==> src/chdec_pkg.sv <==
// ----------------------------------------------------------------------------
// Chunked body decoder package
// Shared constants, types and the hex digit decode used by the decoder blocks.
// ----------------------------------------------------------------------------
package chdec_pkg;

   localparam int LINE_BUFFER_DEFAULT = 16;
   localparam int SIZE_BITS_DEFAULT   = 31;

   localparam logic [7:0] CHAR_LF    = 8'h0A;
   localparam logic [7:0] CHAR_CR    = 8'h0D;
   localparam logic [7:0] CHAR_SPACE = 8'h20;
   localparam logic [7:0] CHAR_TAB   = 8'h09;
   localparam logic [7:0] CHAR_VT    = 8'h0B;
   localparam logic [7:0] CHAR_FF    = 8'h0C;
   localparam logic [7:0] CHAR_PLUS  = 8'h2B;
   localparam logic [7:0] CHAR_MINUS = 8'h2D;
   localparam logic [7:0] CHAR_ZERO  = 8'h30;
   localparam logic [7:0] CHAR_LOW_X = 8'h78;
   localparam logic [7:0] CHAR_UP_X  = 8'h58;

   // Progress of the size-line number scan.
   typedef enum logic [2:0] {
      NS_BLANK  = 3'd0,
      NS_SIGN   = 3'd1,
      NS_ZERO   = 3'd2,
      NS_PREFIX = 3'd3,
      NS_DIGITS = 3'd4,
      NS_DONE   = 3'd5
   } num_stage_type;

   typedef struct packed {
      num_stage_type stage;
      logic          negative;
   } scan_state_type;

   typedef struct packed {
      logic       ok;
      logic [3:0] val;
   } hex_type;

   function automatic hex_type hex_digit(input logic [7:0] c);
      hex_type h;
      h.ok  = 1'b1;
      h.val = 4'd0;
      if (c >= 8'h30 && c <= 8'h39) begin
         h.val = 4'(c - 8'h30);
      end else if (c >= 8'h61 && c <= 8'h66) begin
         h.val = 4'(c - 8'h57);
      end else if (c >= 8'h41 && c <= 8'h46) begin
         h.val = 4'(c - 8'h37);
      end else begin
         h.ok = 1'b0;
      end
      return h;
   endfunction

endpackage

==> src/http_chunked_body_decoder_core.sv <==
// ----------------------------------------------------------------------------
// HTTP chunked body decoder core
// Strips chunk-size lines and chunk trailers from a raw body byte stream and
// passes out the payload bytes, then one end-of-body word.
// ----------------------------------------------------------------------------
//  channel | dir | tdata               | tuser
//  req     | in  | [7:0] in_byte       | -
//  rsp     | out | [7:0] data_byte     | [0] body_end
//
// One word can enter per cycle. A taken word waits in the input register until it
// is decoded, and its result word is then registered in the output register.
// Size-line and trailer words give no result, but the line feed ending the last
// size line gives the end-of-body word. A full input register keeps its word and
// req_tready stays low while the output register holds a word that rsp_tready
// has not taken. Reset clears the decoder state back to reading a size line.
module http_chunked_body_decoder_core
   import chdec_pkg::*;
#(
   parameter int LINE_BUFFER = LINE_BUFFER_DEFAULT,
   parameter int SIZE_BITS   = SIZE_BITS_DEFAULT
) (
   input  logic       clock,
   input  logic       reset,
   input  logic       req_tvalid,
   output logic       req_tready,
   input  logic [7:0] req_tdata,   // [7:0] in_byte
   output logic       rsp_tvalid,
   input  logic       rsp_tready,
   output logic [7:0] rsp_tdata,   // [7:0] data_byte
   output logic [0:0] rsp_tuser    // [0] body_end
);

   logic       in_valid_ff, in_valid_in;
   logic [7:0] in_byte_ff;
   logic       out_valid_ff, out_valid_in;
   logic [7:0] out_data_ff;
   logic       out_end_ff;

   logic       advance;
   logic       result_valid;
   logic [7:0] result_data;
   logic       result_end;

   assign advance    = in_valid_ff && (!out_valid_ff || rsp_tready);
   assign req_tready = !in_valid_ff || advance;

   chdec_fsm #(
      .LINE_BUFFER (LINE_BUFFER),
      .SIZE_BITS   (SIZE_BITS)
   ) u_fsm (
      .clock        (clock),
      .reset        (reset),
      .step         (advance),
      .char_in      (in_byte_ff),
      .result_valid (result_valid),
      .result_data  (result_data),
      .result_end   (result_end)
   );

   always_comb begin
      in_valid_in = in_valid_ff;
      if (req_tvalid && req_tready) begin
         in_valid_in = 1'b1;
      end else if (advance) begin
         in_valid_in = 1'b0;
      end
      out_valid_in = out_valid_ff && !rsp_tready;
      if (advance) begin
         out_valid_in = result_valid;
      end
   end

   always_ff @(posedge clock) begin
      if (reset) begin
         in_valid_ff  <= 1'b0;
         out_valid_ff <= 1'b0;
      end else begin
         in_valid_ff  <= in_valid_in;
         out_valid_ff <= out_valid_in;
      end
      if (req_tvalid && req_tready) begin
         in_byte_ff <= req_tdata;
      end
      if (advance && result_valid) begin
         out_data_ff <= result_data;
         out_end_ff  <= result_end;
      end
   end

   assign rsp_tvalid = out_valid_ff;
   assign rsp_tdata  = out_data_ff;
   assign rsp_tuser  = out_end_ff;

endmodule

==> src/chdec_size_parse.sv <==
// ----------------------------------------------------------------------------
// Chunk size scanner step
// Next scan state and running hex value for one kept size-line character.
// ----------------------------------------------------------------------------
module chdec_size_parse
   import chdec_pkg::*;
#(
   parameter int SIZE_BITS = SIZE_BITS_DEFAULT
) (
   input  scan_state_type       scan_cur,
   input  logic [SIZE_BITS-1:0] value_cur,
   input  logic [7:0]           char_in,
   output scan_state_type       scan_nxt,
   output logic [SIZE_BITS-1:0] value_nxt
);

   localparam logic [SIZE_BITS+3:0] VALUE_MAX = {4'd0, {SIZE_BITS{1'b1}}};

   hex_type              hex;
   logic [SIZE_BITS+3:0] shifted;
   logic [SIZE_BITS-1:0] value_add;
   logic                 is_blank;
   logic                 is_sign;
   logic                 is_x;

   always_comb begin
      hex      = hex_digit(char_in);
      shifted  = {value_cur, 4'd0} + {{SIZE_BITS{1'b0}}, hex.val};
      // Saturate at the largest size value instead of wrapping.
      value_add = (shifted > VALUE_MAX) ? {SIZE_BITS{1'b1}} : shifted[SIZE_BITS-1:0];
      is_blank = (char_in == CHAR_SPACE) || (char_in == CHAR_TAB) ||
                 (char_in == CHAR_VT) || (char_in == CHAR_FF);
      is_sign  = (char_in == CHAR_PLUS) || (char_in == CHAR_MINUS);
      is_x     = (char_in == CHAR_LOW_X) || (char_in == CHAR_UP_X);

      scan_nxt  = scan_cur;
      value_nxt = value_cur;
      case (scan_cur.stage)
         NS_BLANK, NS_SIGN: begin
            if (scan_cur.stage == NS_BLANK && is_blank) begin
               scan_nxt = scan_cur;
            end else if (scan_cur.stage == NS_BLANK && is_sign) begin
               scan_nxt.negative = (char_in == CHAR_MINUS);
               scan_nxt.stage    = NS_SIGN;
            end else if (char_in == CHAR_ZERO) begin
               scan_nxt.stage = NS_ZERO;
            end else if (hex.ok) begin
               value_nxt      = value_add;
               scan_nxt.stage = NS_DIGITS;
            end else begin
               scan_nxt.stage = NS_DONE;
            end
         end
         NS_ZERO: begin
            if (is_x) begin
               scan_nxt.stage = NS_PREFIX;
            end else if (hex.ok) begin
               value_nxt      = value_add;
               scan_nxt.stage = NS_DIGITS;
            end else begin
               scan_nxt.stage = NS_DONE;
            end
         end
         NS_PREFIX, NS_DIGITS: begin
            if (hex.ok) begin
               value_nxt      = value_add;
               scan_nxt.stage = NS_DIGITS;
            end else begin
               scan_nxt.stage = NS_DONE;
            end
         end
         default: begin
            scan_nxt = scan_cur;
         end
      endcase
   end

endmodule

==> src/chdec_fsm.sv <==
// ----------------------------------------------------------------------------
// Chunked body decode state machine
// Holds the decoding phase, size-line scan state and chunk byte count, and
// decides for each word whether it yields a payload or end-of-body result.
// ----------------------------------------------------------------------------
module chdec_fsm
   import chdec_pkg::*;
#(
   parameter int LINE_BUFFER = LINE_BUFFER_DEFAULT,
   parameter int SIZE_BITS   = SIZE_BITS_DEFAULT
) (
   input  logic       clock,
   input  logic       reset,
   input  logic       step,
   input  logic [7:0] char_in,
   output logic       result_valid,
   output logic [7:0] result_data,
   output logic       result_end
);

   localparam int LC_W = (LINE_BUFFER > 2) ? $clog2(LINE_BUFFER) : 1;
   localparam logic [LC_W-1:0] LC_LIMIT = LC_W'(LINE_BUFFER - 1);

   typedef enum logic [2:0] {
      PH_LINE     = 3'd0,
      PH_DATA     = 3'd1,
      PH_TRAIL    = 3'd2,
      PH_TRAIL_LF = 3'd3,
      PH_ENDED    = 3'd4
   } phase_type;

   phase_type            phase_ff,      phase_in;
   logic [LC_W-1:0]      line_chars_ff, line_chars_in;
   scan_state_type       scan_ff,       scan_in;
   logic [SIZE_BITS-1:0] size_ff,       size_in;
   logic [SIZE_BITS-1:0] left_ff,       left_in;

   scan_state_type       scan_step;
   logic [SIZE_BITS-1:0] size_step;

   chdec_size_parse #(
      .SIZE_BITS (SIZE_BITS)
   ) u_parse (
      .scan_cur  (scan_ff),
      .value_cur (size_ff),
      .char_in   (char_in),
      .scan_nxt  (scan_step),
      .value_nxt (size_step)
   );

   always_comb begin
      phase_in      = phase_ff;
      line_chars_in = line_chars_ff;
      scan_in       = scan_ff;
      size_in       = size_ff;
      left_in       = left_ff;
      result_valid  = 1'b0;
      result_data   = 8'd0;
      result_end    = 1'b0;
      case (phase_ff)
         PH_LINE: begin
            if (char_in == CHAR_LF) begin
               if (scan_ff.negative || size_ff == '0) begin
                  phase_in     = PH_ENDED;
                  result_valid = 1'b1;
                  result_end   = 1'b1;
               end else begin
                  left_in  = size_ff;
                  phase_in = PH_DATA;
               end
               line_chars_in = '0;
               scan_in       = '{stage: NS_BLANK, negative: 1'b0};
               size_in       = '0;
            end else if (char_in != CHAR_CR && line_chars_ff < LC_LIMIT) begin
               line_chars_in = line_chars_ff + LC_W'(1);
               scan_in       = scan_step;
               size_in       = size_step;
            end
         end
         PH_DATA: begin
            result_valid = 1'b1;
            result_data  = char_in;
            if (left_ff != '0) begin
               left_in = left_ff - SIZE_BITS'(1);
            end
            if (left_in == '0) begin
               phase_in = PH_TRAIL;
            end
         end
         PH_TRAIL: begin
            phase_in = (char_in == CHAR_CR) ? PH_TRAIL_LF : PH_LINE;
         end
         PH_TRAIL_LF: begin
            phase_in = PH_LINE;
         end
         default: begin
            phase_in = PH_ENDED;
         end
      endcase
   end

   always_ff @(posedge clock) begin
      if (reset) begin
         phase_ff      <= PH_LINE;
         line_chars_ff <= '0;
         scan_ff       <= '{stage: NS_BLANK, negative: 1'b0};
         size_ff       <= '0;
         left_ff       <= '0;
      end else if (step) begin
         phase_ff      <= phase_in;
         line_chars_ff <= line_chars_in;
         scan_ff       <= scan_in;
         size_ff       <= size_in;
         left_ff       <= left_in;
      end
   end

endmodule
==> config.mk <==
export PLATFORM = sky130hd
export DESIGN_NAME = http_chunked_body_decoder_core
export DESIGN_NICKNAME = d
export VERILOG_FILES = /design/src/chdec_pkg.sv /design/src/http_chunked_body_decoder_core.sv /design/src/chdec_size_parse.sv /design/src/chdec_fsm.sv
export SDC_FILE = /design/constraint.sdc
export NUM_CORES = 1
export LEC_CHECK = 0
export ABC_AREA = 1
export BUFFER_PORTS_ARGS = -buffer_cell sky130_fd_sc_hd__buf_2
export CAP_MARGIN = 0
export CELL_PAD_IN_SITES_DETAIL_PLACEMENT = 1
export CELL_PAD_IN_SITES_GLOBAL_PLACEMENT = 2
export CORE_ASPECT_RATIO = 0.6
export CORE_UTILIZATION = 32
export DETAILED_ROUTE_END_ITERATION = 10
export PLACE_DENSITY = 0.78
export SLEW_MARGIN = 20
export SYNTH_ARGS = -nofsm -noshare
export SYNTH_HDL_FRONTEND = slang
export SYNTH_SLANG_ARGS = --single-unit
==> constraint.sdc <==
create_clock -name clock -period 2.2 [get_ports clock]
set_input_delay 0.11 -clock clock [delete_from_list [all_inputs] [get_ports clock]]
set_output_delay 0.11 -clock clock [all_outputs]
set_load 0.01 [all_outputs]
==> summary.md <==
| Metric | Value |
|---|---|
| Total of warnings raised by yosys | 0 |
| HPWL after DPL | 16.8 mm |
| Share of cells above drive strength 1 | 0.378 |
| Slew at the pin with the worst max-slew slack | 0.784 ns |
| Worst skew pair latency | 0.36 ns |
| Logic gate share of total power | 0.123 |
| Final Cell Area | 8340 um^2 |
| Num Clock Sinks | 92 |
| Die Wd | 172 um |
| First-pass GRT wire length | 36.9 mm |
| Largest cells by area after synthesis | dfxtp_1, nand2_1, edfxtp_1 |
| Largest net degree at the start of global routing | 43 |
| Sequential area share after synthesis | 0.363 |
| Avg Cell Area, Syn | 6.78 um^2 |
| RSZ-0062 raised after global routing | yes |
| Worst path cell trace | buf_6 -> ha_4 -> inv_4 -> nor2_4 -> inv_2 -> o21ai_2 -> nand2_1 -> nand3_2 -> inv_2 -> o21ai_2 -> inv_2 -> nand2_4 -> nor2_4 -> clkbuf_16 -> o211ai_1 -> a21oi_1 |
| Clock power frac | 0.436 |
| Area fraction of the dominant cell type after synthesis | 0.271 |
| Slew Limit Fails | 0 |
| Worst Path Arrival | 2.60 ns |
| Failing checks | negative setup slack |
| Layout area overhead | 50.6% |
| WL/cell | 20.7 um |
| CTS Root Cell | clkbuf_16 |
| Grt total ovfl | 0 |
| Primary FF master, synth | dfxtp_1 |
| Via Count | 6741 |
| # setup viols final | 47 |
| Starting density of the core | 0.334 |
| Largest family of logic cells by synthesized area | simple AND/OR/NAND/NOR gates |
| Post-synthesis compound-gate area fraction | 0.231 |
| Final Hold Vio Count | 0 |
| Adder-cell share of the synthesized area | 0.0158 |
| Switching Fraction | 0.270 |
| PnR worst setup slack | -0.133 ns |
| Cell mode on critical path | inv_2 |
| CTS tree | done |
| Syn Inst Count | 817 |
| Fraction of the cycle the final worst path needs | 1.06 |
| Worst Skew | 0.0128 ns |
| F_max | 429 MHz |
| Via density | 5.47 |
| CP endpoint kind | register |
| #FFs+latches synth | 92 |
| Outcome | complete, but fails checks |
| Synth area leader | dfxtp_1 |
| Slowest CP cell | edfxtp_1 |
| CTS Buf Count | 9 |
| Remaining antenna violation count after routing | 0 |
| DRC | 0 |
| Sw power | 1.07 mW |
| Rel. slew slack | 0.477 |
| Synth unique cells | 40 |
| WS Path Type | register to register |
| Total track usage | 0.270 |
| Worst EP required | 2.47 ns |
| Leakage | 3.76 nW |
| DRT Pass-1 Iters | 5 |
| Layout Cells excl Fill | 1232 |
| EDFF count, synth | 17 |
| Drt initial violations | 428 |
| Dpl cells | 1158 |
| CP Max Fanout | 5 |
| Seq pwr share | 0.441 |
| GP Congestion | 0.890 |
| Minimum clock period | 2.33 ns |
| Power Dens Cells | 477 nW/um^2 |
| VDD IR max | 0.364 mV |
| Post-synthesis async set-or-reset flop share | 0 |
| Slowest stage delay, CP | 0.44 ns |
| Core Box Area | 16600 um^2 |
| Number of nets in the layout | 1017 |
| Deepest clock path buffer count | 2 |
| Full die area | 17800 um^2 |
| Placed Area | 6780 um^2 |
| Synth Area in Simple Gates | 0.306 |
| Int Pwr | 2.91 mW |
| Post-Syn Area | 5540 um^2 |
| CP Launch Type | register |
| Xor and xnor fraction of the mapped netlist area | 0.00158 |
| Core Rows | 36 |
| Initial antenna violation count | 1 |
| Routed wire length | 25.5 mm |
| Vias in the first global route | 6705 |
| Reg clk slew, reported paths | 0.08 ns |
| Die height | 104 um |
| Class of the worst hold path | input port to register |
| Ports | 23 |
| Number of port buffers | 22 |
| Post-Syn Nets | 836 |
| Worst hold slack | 0.0386 ns |
| Mux share of post-synthesis cell area | 0 |
| Max-cap viol count | 0 |
| H-tree levels | 3 |
## metal layers
| layer | global-route usage | wire, um | vias up | share of wire |
|---|---|---|---|---|
| met5 | 0 | 0 | - | 0 |
| met4 | 0.0607 | 384 | 0 | 0.015 |
| met3 | 0.0624 | 1610 | 30 | 0.063 |
| met2 | 0.393 | 11000 | 216 | 0.43 |
| met1 | 0.399 | 12500 | 3350 | 0.49 |
| li1 | - | - | 3145 | - |
## synthesized netlist by cell type, types with 7 or more instances
library cell,number
nand3_1,55
inv_2,9
a21oi_1,74
ha_1,7
nor4_1,8
dfxtp_1,75
o211ai_1,29
o21ai_0,82
o21ai_1,14
inv_1,64
nand4_1,11
nor2_1,92
nand2_1,174
buf_2,10
a31oi_1,12
clkbuf_1,21
edfxtp_1,17
nor2_2,9
## kinds of logic (layout without fill, tap and decap cells)
group,count (synthesis),after routing
xor+xnor,1,1
flops,92,92
other cells,0,1
fa+ha+maj,7,7
buf+inv,113,298
simple gates,377,378
compound gates,227,227
## registers in the layout, summed over array words and instances, names as in the netlist
register and cells:
u_fsm.size_ff 31, rsp_tuser 1, u_fsm.left_ff 31, u_fsm.line_chars_ff 4, in_byte_ff 8, rsp_tvalid 1
in_valid_ff 1, rsp_tdata 8, u_fsm.phase_ff 3, u_fsm.scan_ff 4
## what timing repair did
| action | 4_1_cts | 5_1_grt |
|---|---|---|
| pin swaps | 33 | 31 |
| hold endpoints to repair | 8 | 0 |
| setup buffers | 25 | 18 |
| hold buffers | 8 | 0 |
| setup endpoints to repair | 77 | 78 |
| cloned | 2 | 5 |
| gates resized for setup | 117 | 84 |
## cell usage in the layout (no fill, tap or decap), types with 11 or more instances in the layout
master | Yosys | layout
inv_2 | 9 | 13
a21oi_1 | 74 | 64
nand3_1 | 55 | 44
dfxtp_2 | 0 | 12
nor2_1 | 92 | 60
o211ai_1 | 29 | 29
nand2_1 | 174 | 147
dfxtp_1 | 75 | 63
nand4_1 | 11 | 11
edfxtp_1 | 17 | 17
o21ai_0 | 82 | 62
buf_4 | 3 | 154
inv_1 | 64 | 56
clkbuf_16 | 0 | 13
nor2_2 | 9 | 25
nand2_2 | 5 | 27
a21oi_2 | 3 | 12
nor2_4 | 4 | 21
a31oi_1 | 12 | 11
o21ai_1 | 14 | 28
buf_2 | 10 | 22
## final cells by class
class,instances,area [um^2]
Inverter,75,304
Sequential cell,92,2030
Tap cell,228,285
Timing Repair Buffer,207,1740
Clock buffer,11,254
Clock inverter,5,62.6
Multi-Input combinational cell,613,3660
Antenna cell,1,2.50
Fill cell,2098,8240
## worst max-delay path, delay by kind of cell (launching register included)
family	cells	cell delay, ns
buf+inv	6	0.64
flops	1	0.44
fa+ha+maj	1	0.18
compound gates	4	0.40
simple gates	5	0.56
## worst paths after layout
| path | startpoint | slack, ns | cells past startpoint | end |
|---|---|---|---|---|
| worst max-delay path | in_byte_ff[0] | -0.13 | 16 | u_fsm.size_ff[12] |
| worst min-delay path | req_tvalid | 0.04 | 3 | in_valid_ff |
| worst max register to register | in_byte_ff[0] | -0.13 | 16 | u_fsm.size_ff[12] |
| worst min register to register | u_fsm.line_chars_ff[0] | 0.51 | 2 | u_fsm.line_chars_ff[0] |
## power by group through the flow
| stage | Combinational (mW) | Clock [mW] | Sequential, mW |
|---|---|---|---|
| after floorplan | 0.160 | 0 | 1.79 |
| after detailed placement | 0.297 | 0 | 1.79 |
| final | 0.491 | 1.73 | 1.76 |
| after CTS | 0.379 | 1.76 | 1.75 |
| after global routing | 0.510 | 1.82 | 1.76 |
| after global placement | 0.285 | 0 | 1.79 |
## metrics by stage
stage,util,power (mW),setup TNS [ns],worst slack [ns]
global placement,0.409,2.08,-6.50,-0.419
CTS,0.471,3.89,-0.0291,-0.0157
detailed placement,0.409,2.09,-13.83,-0.454
finish,0.503,3.98,-2.20,-0.133
floorplan,-,1.95,0,0.134
global route,0.503,4.09,-6.37,-0.232
No activity file was read; power rests on OpenSTA's default activity.
